$ cat config.mk
export PLATFORM = sky130hd
export DESIGN_NAME = accel_magnitude_step_counter
export DESIGN_NICKNAME = d
export VERILOG_FILES = /design/src/rtl/core/amsc_pkg.sv /design/src/rtl/core/amsc_isqrt.sv /design/src/rtl/core/accel_magnitude_step_counter.sv
export SDC_FILE = /design/constraint.sdc
export NUM_CORES = 2
export LEC_CHECK = 0
export ABC_AREA = 1
export ABC_CLOCK_PERIOD_IN_PS = 18650
export BUFFER_PORTS_ARGS = -buffer_cell sky130_fd_sc_hd__clkbuf_2
export CAP_MARGIN = 10
export CORE_MARGIN = 5
export CORE_UTILIZATION = 60
export DETAILED_ROUTE_END_ITERATION = 6
export PLACE_DENSITY_LB_ADDON = 0.15
export REMOVE_ABC_BUFFERS = 1
export SLEW_MARGIN = 30
export SYNTH_ARGS = -nofsm -noshare
export SYNTH_HDL_FRONTEND = slang
export SYNTH_SLANG_ARGS = --single-unit
$ cat constraint.sdc
create_clock -name clk -period 18.65 [get_ports clk]
set_clock_uncertainty 0.05 [all_clocks]
set_input_delay 3.73 -clock clk [delete_from_list [all_inputs] [get_ports clk]]
set_output_delay 3.73 -clock clk [all_outputs]
set_load 0.01 [all_outputs]
$ cat src/rtl/core/amsc_pkg.sv
// ----------------------------------------------------------------------------
// amsc_pkg
// Types and constants shared by the accelerometer magnitude step counter.
// ----------------------------------------------------------------------------
package amsc_pkg;

    typedef struct packed {
        logic signed [15:0] acc_x;
        logic signed [15:0] acc_y;
        logic signed [15:0] acc_z;
    } in_item_t;

    typedef struct packed {
        logic [15:0] magnitude;
        logic        step_seen;
        logic [15:0] step_total;
        logic [27:0] distance_mm;
        logic [16:0] calories;
    } out_item_t;

    typedef enum logic [2:0] {
        ST_IDLE,
        ST_SQUARE,
        ST_ROOT,
        ST_UPDATE,
        ST_PRODUCT,
        ST_HOLD
    } state_t;

    typedef struct packed {
        logic busy;
        logic done;
    } sqrt_stat_t;

    localparam int unsigned CFG_IDX_W  = 2;
    localparam int unsigned CFG_DATA_W = 16;

    localparam logic [CFG_IDX_W-1:0] REG_STEP_THRESHOLD    = 2'd0;
    localparam logic [CFG_IDX_W-1:0] REG_STRIDE_MM         = 2'd1;
    localparam logic [CFG_IDX_W-1:0] REG_MILLICAL_PER_STEP = 2'd2;

    localparam logic [15:0] THRESHOLD_RESET = 16'd492;
    localparam logic [11:0] STRIDE_RESET    = 12'd707;
    localparam logic [9:0]  MILLICAL_RESET  = 10'd40;

    localparam int unsigned MUL_W = 27;

    // floor(p / 1000) == (p * RECIP_1000) >> RECIP_SHIFT for p < 2**26
    localparam logic [MUL_W-1:0] RECIP_1000  = 27'd68719477;
    localparam int unsigned      RECIP_SHIFT = 36;

    localparam int unsigned RADICAND_W = 32;
    localparam int unsigned ROOT_W     = 16;

endpackage

$ cat src/rtl/core/amsc_isqrt.sv
// ----------------------------------------------------------------------------
// amsc_isqrt
// Iterative floor square root, one result bit per cycle (restoring method).
// ----------------------------------------------------------------------------
module amsc_isqrt
(
    input  logic                              clk,
    input  logic                              rst_n,
    input  logic                              start,
    input  logic [amsc_pkg::RADICAND_W-1:0]   radicand,
    output amsc_pkg::sqrt_stat_t              stat,
    output logic [amsc_pkg::ROOT_W-1:0]       root
);
    import amsc_pkg::*;

    localparam int unsigned REM_W = ROOT_W + 1;
    localparam int unsigned CNT_W = $clog2(ROOT_W);

    logic [RADICAND_W-1:0] rad_reg,  rad_next;
    logic [REM_W-1:0]      rem_reg,  rem_next;
    logic [ROOT_W-1:0]     root_reg, root_next;
    logic [CNT_W-1:0]      cnt_reg,  cnt_next;
    logic                  busy_reg, busy_next;
    logic                  done_reg, done_next;

    logic [REM_W+1:0]      rem_shift;
    logic [REM_W+1:0]      trial;
    logic [REM_W+2:0]      diff;

    assign rem_shift = {rem_reg, rad_reg[RADICAND_W-1 -: 2]};
    assign trial     = {1'b0, root_reg, 2'b01};
    assign diff      = {1'b0, rem_shift} - {1'b0, trial};

    always_comb
    begin
        rad_next  = rad_reg;
        rem_next  = rem_reg;
        root_next = root_reg;
        cnt_next  = cnt_reg;
        busy_next = busy_reg;
        done_next = 1'b0;
        if (start)
        begin
            rad_next  = radicand;
            rem_next  = '0;
            root_next = '0;
            cnt_next  = '0;
            busy_next = 1'b1;
        end
        else if (busy_reg)
        begin
            rad_next = {rad_reg[RADICAND_W-3:0], 2'b00};
            if (!diff[REM_W+2])
            begin
                rem_next  = diff[REM_W-1:0];
                root_next = {root_reg[ROOT_W-2:0], 1'b1};
            end
            else
            begin
                rem_next  = rem_shift[REM_W-1:0];
                root_next = {root_reg[ROOT_W-2:0], 1'b0};
            end
            cnt_next = cnt_reg + 1'b1;
            if (cnt_reg == CNT_W'(ROOT_W - 1))
            begin
                busy_next = 1'b0;
                done_next = 1'b1;
            end
        end
    end

    always_ff @(posedge clk or negedge rst_n)
    begin
        if (!rst_n)
        begin
            busy_reg <= 1'b0;
            done_reg <= 1'b0;
            cnt_reg  <= '0;
        end
        else
        begin
            busy_reg <= busy_next;
            done_reg <= done_next;
            cnt_reg  <= cnt_next;
        end
    end

    always_ff @(posedge clk)
    begin
        rad_reg  <= rad_next;
        rem_reg  <= rem_next;
        root_reg <= root_next;
    end

    assign stat.busy = busy_reg;
    assign stat.done = done_reg;
    assign root      = root_reg;

endmodule

$ cat src/rtl/core/accel_magnitude_step_counter.sv
// ----------------------------------------------------------------------------
// accel_magnitude_step_counter
// Three-axis magnitude, step detection and distance / calorie totals.
// ----------------------------------------------------------------------------
// Input channel in_valid/in_ready/in_data carries one accelerometer sample per
// request; output channel out_valid/out_ready/out_data returns one result per
// sample. Configuration is written through cfg_we/cfg_index/cfg_wdata; the user
// must write it only while the block is idle, which the block does not enforce;
// index 0 is the threshold, 1 the stride, 2 the energy per step, other
// indexes are ignored. in_ready is high only while idle. A result is formed
// from the squares on the shared 27x27 multiplier, the 16-step square root,
// the step update and the distance and calorie products on the same
// multiplier, in that order, and is then shown on out_valid. No new request
// is taken until that result is accepted; if the receiver stalls, the result
// holds on out_data.
// Reset clears the step count and previous magnitude and restores the
// configuration registers to their defaults.
// ----------------------------------------------------------------------------
module accel_magnitude_step_counter
(
    input  logic                                clk,
    input  logic                                rst_n,
    input  logic                                cfg_we,
    input  logic [amsc_pkg::CFG_IDX_W-1:0]      cfg_index,
    input  logic [amsc_pkg::CFG_DATA_W-1:0]     cfg_wdata,
    input  logic                                in_valid,
    output logic                                in_ready,
    input  amsc_pkg::in_item_t                  in_data,
    output logic                                out_valid,
    input  logic                                out_ready,
    output amsc_pkg::out_item_t                 out_data
);
    import amsc_pkg::*;

    function automatic logic [15:0] abs16(input logic signed [15:0] v);
        logic [15:0] u;
        u = v;
        abs16 = v[15] ? 16'(~u + 16'd1) : u;
    endfunction

    state_t state_reg, state_next;
    logic [1:0] step_reg, step_next;

    logic [15:0] thr_reg;
    logic [11:0] stride_reg;
    logic [9:0]  mcal_reg;

    logic [15:0] ax_reg, ay_reg, az_reg;
    logic [RADICAND_W-1:0] sum_reg, sum_next;
    logic [2*MUL_W-1:0] mul_reg;
    logic [MUL_W-1:0] mul_a, mul_b;

    logic [15:0] mag_reg, mag_next;
    logic [15:0] last_reg, last_next;
    logic [15:0] count_reg, count_next;
    logic        seen_reg, seen_next;
    logic [27:0] dist_reg, dist_next;
    logic [16:0] cal_reg, cal_next;
    logic        seen_now;

    logic               sqrt_start;
    sqrt_stat_t         sq_stat;
    logic [ROOT_W-1:0]  sq_root;

    amsc_isqrt u_isqrt
    (
        .clk      (clk),
        .rst_n    (rst_n),
        .start    (sqrt_start),
        .radicand (sum_reg),
        .stat     (sq_stat),
        .root     (sq_root)
    );

    // next state
    always_comb
    begin
        state_next = state_reg;
        step_next  = step_reg;
        unique case (state_reg)
            ST_IDLE:
            begin
                if (in_valid)
                begin
                    state_next = ST_SQUARE;
                    step_next  = 2'd0;
                end
            end
            ST_SQUARE:
            begin
                step_next = step_reg + 2'd1;
                if (step_reg == 2'd3)
                begin
                    state_next = ST_ROOT;
                    step_next  = 2'd0;
                end
            end
            ST_ROOT:
            begin
                if (step_reg == 2'd0)
                begin
                    step_next = 2'd1;
                end
                else if (sq_stat.done)
                begin
                    state_next = ST_UPDATE;
                end
            end
            ST_UPDATE:
            begin
                state_next = ST_PRODUCT;
                step_next  = 2'd0;
            end
            ST_PRODUCT:
            begin
                step_next = step_reg + 2'd1;
                if (step_reg == 2'd3)
                begin
                    state_next = ST_HOLD;
                end
            end
            ST_HOLD:
            begin
                if (out_ready)
                begin
                    state_next = ST_IDLE;
                end
            end
            default:
            begin
                state_next = ST_IDLE;
            end
        endcase
    end

    // outputs and multiplier operands
    always_comb
    begin
        in_ready   = 1'b0;
        out_valid  = 1'b0;
        sqrt_start = 1'b0;
        mul_a      = '0;
        mul_b      = '0;
        unique case (state_reg)
            ST_IDLE:
            begin
                in_ready = 1'b1;
            end
            ST_SQUARE:
            begin
                case (step_reg)
                    2'd0:    mul_a = MUL_W'(ax_reg);
                    2'd1:    mul_a = MUL_W'(ay_reg);
                    default: mul_a = MUL_W'(az_reg);
                endcase
                mul_b = mul_a;
            end
            ST_ROOT:
            begin
                sqrt_start = (step_reg == 2'd0);
            end
            ST_UPDATE:
            begin
            end
            ST_PRODUCT:
            begin
                case (step_reg)
                    2'd0:
                    begin
                        mul_a = MUL_W'(count_reg);
                        mul_b = MUL_W'(stride_reg);
                    end
                    2'd1:
                    begin
                        mul_a = MUL_W'(count_reg);
                        mul_b = MUL_W'(mcal_reg);
                    end
                    default:
                    begin
                        mul_a = MUL_W'(mul_reg[25:0]);
                        mul_b = RECIP_1000;
                    end
                endcase
            end
            ST_HOLD:
            begin
                out_valid = 1'b1;
            end
            default:
            begin
            end
        endcase
    end

    assign seen_now = (mag_reg > last_reg) && (16'(mag_reg - last_reg) > thr_reg);

    // datapath next values
    always_comb
    begin
        sum_next   = sum_reg;
        mag_next   = mag_reg;
        last_next  = last_reg;
        count_next = count_reg;
        seen_next  = seen_reg;
        dist_next  = dist_reg;
        cal_next   = cal_reg;
        if (state_reg == ST_SQUARE)
        begin
            if (step_reg == 2'd1)
            begin
                sum_next = mul_reg[RADICAND_W-1:0];
            end
            else if (step_reg != 2'd0)
            begin
                sum_next = sum_reg + mul_reg[RADICAND_W-1:0];
            end
        end
        if (state_reg == ST_ROOT && sq_stat.done)
        begin
            mag_next = sq_root;
        end
        if (state_reg == ST_UPDATE)
        begin
            seen_next  = seen_now;
            count_next = count_reg + {15'd0, seen_now};
            last_next  = mag_reg;
        end
        if (state_reg == ST_PRODUCT)
        begin
            if (step_reg == 2'd1)
            begin
                dist_next = mul_reg[27:0];
            end
            if (step_reg == 2'd3)
            begin
                cal_next = mul_reg[RECIP_SHIFT+16:RECIP_SHIFT];
            end
        end
    end

    always_ff @(posedge clk or negedge rst_n)
    begin
        if (!rst_n)
        begin
            state_reg  <= ST_IDLE;
            step_reg   <= 2'd0;
            thr_reg    <= THRESHOLD_RESET;
            stride_reg <= STRIDE_RESET;
            mcal_reg   <= MILLICAL_RESET;
            last_reg   <= '0;
            count_reg  <= '0;
        end
        else
        begin
            state_reg <= state_next;
            step_reg  <= step_next;
            last_reg  <= last_next;
            count_reg <= count_next;
            if (cfg_we)
            begin
                unique case (cfg_index)
                    REG_STEP_THRESHOLD:    thr_reg    <= cfg_wdata;
                    REG_STRIDE_MM:         stride_reg <= cfg_wdata[11:0];
                    REG_MILLICAL_PER_STEP: mcal_reg   <= cfg_wdata[9:0];
                    default:
                    begin
                    end
                endcase
            end
        end
    end

    always_ff @(posedge clk)
    begin
        if (in_valid && in_ready)
        begin
            ax_reg <= abs16(in_data.acc_x);
            ay_reg <= abs16(in_data.acc_y);
            az_reg <= abs16(in_data.acc_z);
        end
        mul_reg  <= mul_a * mul_b;
        sum_reg  <= sum_next;
        mag_reg  <= mag_next;
        seen_reg <= seen_next;
        dist_reg <= dist_next;
        cal_reg  <= cal_next;
    end

    assign out_data.magnitude   = mag_reg;
    assign out_data.step_seen   = seen_reg;
    assign out_data.step_total  = count_reg;
    assign out_data.distance_mm = dist_reg;
    assign out_data.calories    = cal_reg;

    a_no_overlap: assert property (@(posedge clk) disable iff (!rst_n)
        !(in_ready && out_valid))
        else $error("input and output handshakes open together");

    a_accept_then_busy: assert property (@(posedge clk) disable iff (!rst_n)
        (in_valid && in_ready) |=> (!in_ready && !out_valid))
        else $error("block not busy after request");

    a_sqrt_in_root: assert property (@(posedge clk) disable iff (!rst_n)
        sq_stat.busy |-> (state_reg == ST_ROOT))
        else $error("square root running outside root phase");

    a_step_above_thr: assert property (@(posedge clk) disable iff (!rst_n)
        (out_valid && out_data.step_seen) |-> (out_data.magnitude > thr_reg))
        else $error("step flagged without magnitude above threshold");

endmodule

# After elaboration in Yosys (flattened, before gate mapping)
# Index checks and enable logic that the tools add are counted.
# Widths: inputs -> output; s select.
# word_totals
register_bits,341
in_bits,71
out_inout_bits,80
wordCells,112
# classes
add_sub_neg,9
n_mul,1
magnitude_cmp,2
n_eq_ne,17
n_mux,36
bitwise_logic,3
reduce_logical,19
# op_table
cell,count
$mux 32,4
$pmux 27 s2,2
$mul 26x27->53,1
$pmux 26 s2,1
$add 16x1->16 const B,3
$not 16->16,3
$mux 15,3
$add 32x32->32,1
$gt 16x16->1,2
$pmux 16 s2,1
$mux 26,1
$sub 19x18->20,1
$mux 3,6
$pmux 3 s6,1
$mux 17,1
$add 16x1->16,1
$sub 16x16->16,1
$ne 2x2->1 const B,6
$reduce_and 2->1,6
$mux 1,10
$pmux 2 s5,1
$mux 4,2
$eq 3x2->1 const B,2
$eq 3x3->1 const B,2
other kinds (16),25

# Depth between registers and ports, before layout
# logic_depth
ltp_word,5
ltp_mapped,37
ltp_nobuf,35

# Cells and area by module
# A second synthesis with hierarchy kept.
# hier_totals
cells_unflattened,4722
hier_area_um2,36588.8
# by_module_without_submodules
module,n_inst,cells_per_inst,area_each_um2,seq_area_each_um2
accel_magnitude_step_counter,1,4164,32488.7,7138.1
amsc_isqrt,1,558,4100.2,1771.7

# Least setup slack after synthesis
# Ideal clock, no wire load.
# synth_path
path_type,register to register
start,reg step_reg[1]
end,reg mul_reg[44]
setup_ns,0.112
t_arrival_ns,6.980
t_required_ns,18.488
path_slack_ns,11.508
path_stages_with_launch,32
n_path_buf,2
synth_period_minus_slack_ns,7.142
cell_sequence,dfrtp_1 > inv_1 > ha_1 > buf_2 > inv_1 > nor2_2 > nand2_1 > nand3_1 > buf_2 > nand2_1 > fa_1 > inv_1 > fa_1 > inv_1 > fa_1 > fa_1 > fa_1 > inv_1 > fa_1 > inv_1 > fa_1 > inv_1 > ha_1 > nand2_1 > nor2_1 > inv_1 > nor3_1 > nand2_1 > nand3_1 > nand2_1 > nand3_1 > nand2_1
# synth_between
elab_chain_len,5
elab_cells_between_ends,9
cone_classes,mul (1); eq/ne (1); mux (5); reduce/logical (2)
# synth_rtl
element,line_no,rtl
"start, declared",accel_magnitude_step_counter.sv:42,"logic [1:0] step_reg, step_next;"
"start signal, assigned",accel_magnitude_step_counter.sv:256,step_reg <= step_next;
$eq 2x1->1 or $logic_not 2->1 (tied branches),"accel_magnitude_step_counter.sv:151, accel_magnitude_step_counter.sv:167",
$reduce_or 2->1 (no line),-,
$mux 26,accel_magnitude_step_counter.sv:167,case (step_reg)
$pmux 26 s2,accel_magnitude_step_counter.sv:144,unique case (state_reg)
$mul 26x27->53 (*),accel_magnitude_step_counter.sv:281,mul_reg <= mul_a * mul_b;
"end signal, assigned",accel_magnitude_step_counter.sv:281,
"end, declared",accel_magnitude_step_counter.sv:50,logic [2*MUL_W-1:0] mul_reg;
# Mark *: on every way between the ends. The rest lies on a longest branch, timed or not.
# A chain may end at the register's enable or synchronous reset.

# Worst setup path after layout
# layout_path
start,reg step_reg[0]
end,reg mul_reg[37]
# The elaborated chain is that of the path after synthesis.

==> impl_metrics.toml <==
[finish]
largest_reg_flops = 49
syn_to_final_growth_pct = 8.116
final_net_count = 5515
nFillCells = 5139
regArea_mm2 = 0.008910
antenna_cells = 0
multi_input_area_mm2 = 0.02278
drive_gt1_share_pct = 7.182

[clock_network]
numCtsBuffers = 39
root_buffer = "clkbuf_16"
cts_tree = "built"
cts.hold.buffers_added = 0
postCtsSetupRepairBufs = 0
htreeDepth = 2
clock_latency_ns = 0.57
cts_resized = 0
clkSlewWorstSetupHoldPaths_ns = 0.06
cts.sinks = 337
clock_path_buffers = 3

[yosys]
synth.most_common_cell = "nand2_1"
synth_area_leaders = "fa_1 22%, edfxtp_1 14%, nand2_1 12%"
syn_inst = 4535
ys_warn_count = 0
yosysTopAreaCell = "fa_1"
seq_area_frac_synth_pct = 24.72
ys_seq_elements = 337
synth_top_cell_area_share_pct = 22.05
yosys-top-cells-count = "1,197 x nand2_1, 1,069 x inv_1, 397 x fa_1"
ys.flop_type = "edfxtp_1"
synth.cell_area_mm2 = 0.03604
synth.distinct_cells = 57
synth_edf_count = 174
async_flop_share_pct = 24.04
syn_area_per_cell_um2 = 7.948

[power]
max-vdd-ir-drop_uv = 93.04
combPwrFrac_pct = 65.0
p_int_mw = 2.698
power_density_mw_per_mm2 = 145.0
switching_share_pct = 52.25
clock_power_share_pct = 13.6
power_frac_seq_pct = 21.4
switchingPower_mw = 2.952
power_mw = 5.650
p_leak_nw = 21.39

[floorplanning]
start_util_pct = 60.84
die-area_mm2 = 0.06508
fp.dieH_um = 255.1
rows = 89
coreArea_mm2 = 0.05924
ios = 151
die_w_um = 255.1

[sta]
worst_slack_ns = 10.18
slew_viol_final = 0
min_period_ns = 8.475
fin_crit_sh_pct = 45.44
totalNegativeSetupSlack_ns = 0
holdWs_ns = 0.3814
tightest_slew_ns = 1.049
max_freq_ghz = 0.1180
hold_viol_final = 0
setup_viol = 0
rsz0062_at_grt = "false"
relSlewSlack_pct = 29.79

[worst_setup_path]
crit_start = "step_reg[0]"
crit_slowest_cell = "nor2_1"
timing.rr.start = "step_reg[0]"
cpPeakStageDelay_ns = 0.89
critPathCaptureType = "flip-flop"
cp-start-kind = "flip-flop"
path_class = "flip-flop to flip-flop"
critical_path.most_common_cell = "fa_1"
r2r_slack_ns = 10.18
critPathMaxFanout = 33
arrival_ns = 8.89
required_ns = 19.07

[detailed_routing]
vias = 29499
vias_per_cell = 5.343
drc_errors = 0
postRouteAntennaNets = 0
wl_um = 101500
drt_iter0_drc = 2458
avgRoutedWirePerCell_um = 18.38
dr.pass1.iters = 5

[global_routing]
globalRouteTotalUtil_pct = 31.72
grt_pass1_vias = 29189
grt_pass1_wl_um = 159700
grt_max_degree = 82
grt-ovfl-total = 0
antenna_found_initial = 1

[run]
drv_cap = 0

[placed_design]
port_buffers = 150
hpwl_um = 82110
place.gp.congestion = 1.025
pre_cts_slack_ns = 10.08

[hold_path]
hold_start = "u_isqrt.root[12]"
worstHoldPathType = "flip-flop to flip-flop"

[outcome]
status = "complete, no violations"
[worst paths after layout]
kind,end,cells past startpoint
setup / recovery,mul_reg[37],27
hold / removal,mag_reg[12],0
setup reg to reg,mul_reg[37],27
hold reg to reg,mag_reg[12],0
max in group asynchronous,count_reg[8],1
min in group asynchronous,mcal_reg[8],1
[power groups by stage]
stage          Combinational [mW]  Clock [mW]  Sequential (mW)
2_1_floorplan                2.54           0             1.15
3_3_place_gp                 3.53           0             1.22
3_5_place_dp                 3.57           0             1.22
4_1_cts                      3.60       0.780             1.21
5_1_grt                      4.12       0.810             1.23
6_report                     3.67       0.768             1.21
[logic make-up (layout without fill, tap and decap cells)]
| kind of cell | Yosys count | count (layout) | share of synthesized area, % |
|---|---|---|---|
| xor+xnor | 100 | 100 | 2.430 |
| simple gates | 1801 | 1801 | 20.67 |
| flops | 337 | 337 | 24.72 |
| fa+ha+maj | 727 | 727 | 33.50 |
| other cells | 2 | 70 | 0.02084 |
| compound gates | 377 | 377 | 5.731 |
| buf+inv | 1191 | 1336 | 12.92 |
[routing by layer]
metal,vias to the layer above,wire (um),global-route usage (%)
met5,-,0,0
met4,0,4449,11.54
met3,243,10330,7.621
met2,1264,44880,50.06
met1,13972,41830,43.21
li1,14020,-,-
[cell usage in the layout (no fill, tap or decap), types with 7 or more instances in the layout]
cell type and n:
nand2_2 19, nand4_1 34, or2_2 13, nor2_1 295, inv_2 26, clkbuf_2 149
o21ai_1 11, dfrtp_1 68, nor2_4 11, o22ai_1 17, a22o_1 7, nand3_1 162
a21oi_1 154, xnor2_1 23, dfstp_2 13, nand2_1 1196, nor3_1 30, edfxtp_1 174
buf_4 14, clkbuf_16 41, clkinv_2 8, xor2_1 77, nand3b_1 11, o21ai_0 155
conb_1 70, ha_1 328, fa_1 397, dfxtp_1 82, o21bai_1 12, inv_1 1069
[worst max-delay path: cells and delay by family (launching register included)]
| family | cells | cell delay (ns) |
|---|---|---|
| AO/OA/AOI/OAI | 3 | 0.81 |
| adder cells (fa/ha/maj) | 9 | 4.20 |
| buffers and inverters | 6 | 0.74 |
| flip-flops | 1 | 0.45 |
| AND/OR/NAND/NOR | 9 | 2.09 |
[metrics by stage]
step	std cells	utilization [%]	area (um^2)
2_1_floorplan	4510	-	35770
4_1_cts	5521	65.77	38960
6_report	5521	65.78	38970
3_3_place_gp	5447	63.50	37620
5_1_grt	5521	65.78	38970
3_5_place_dp	5449	63.61	37680
[layout make-up]
type,count,area share (%)
multi-input cells,3075,58.44
flip-flops and latches,337,22.86
well taps,773,2.482
repair buffers,166,2.334
clock inverters,23,0.5233
inverters,1098,10.59
clock buffers,49,2.761
Power figures use the tool's default switching activity.
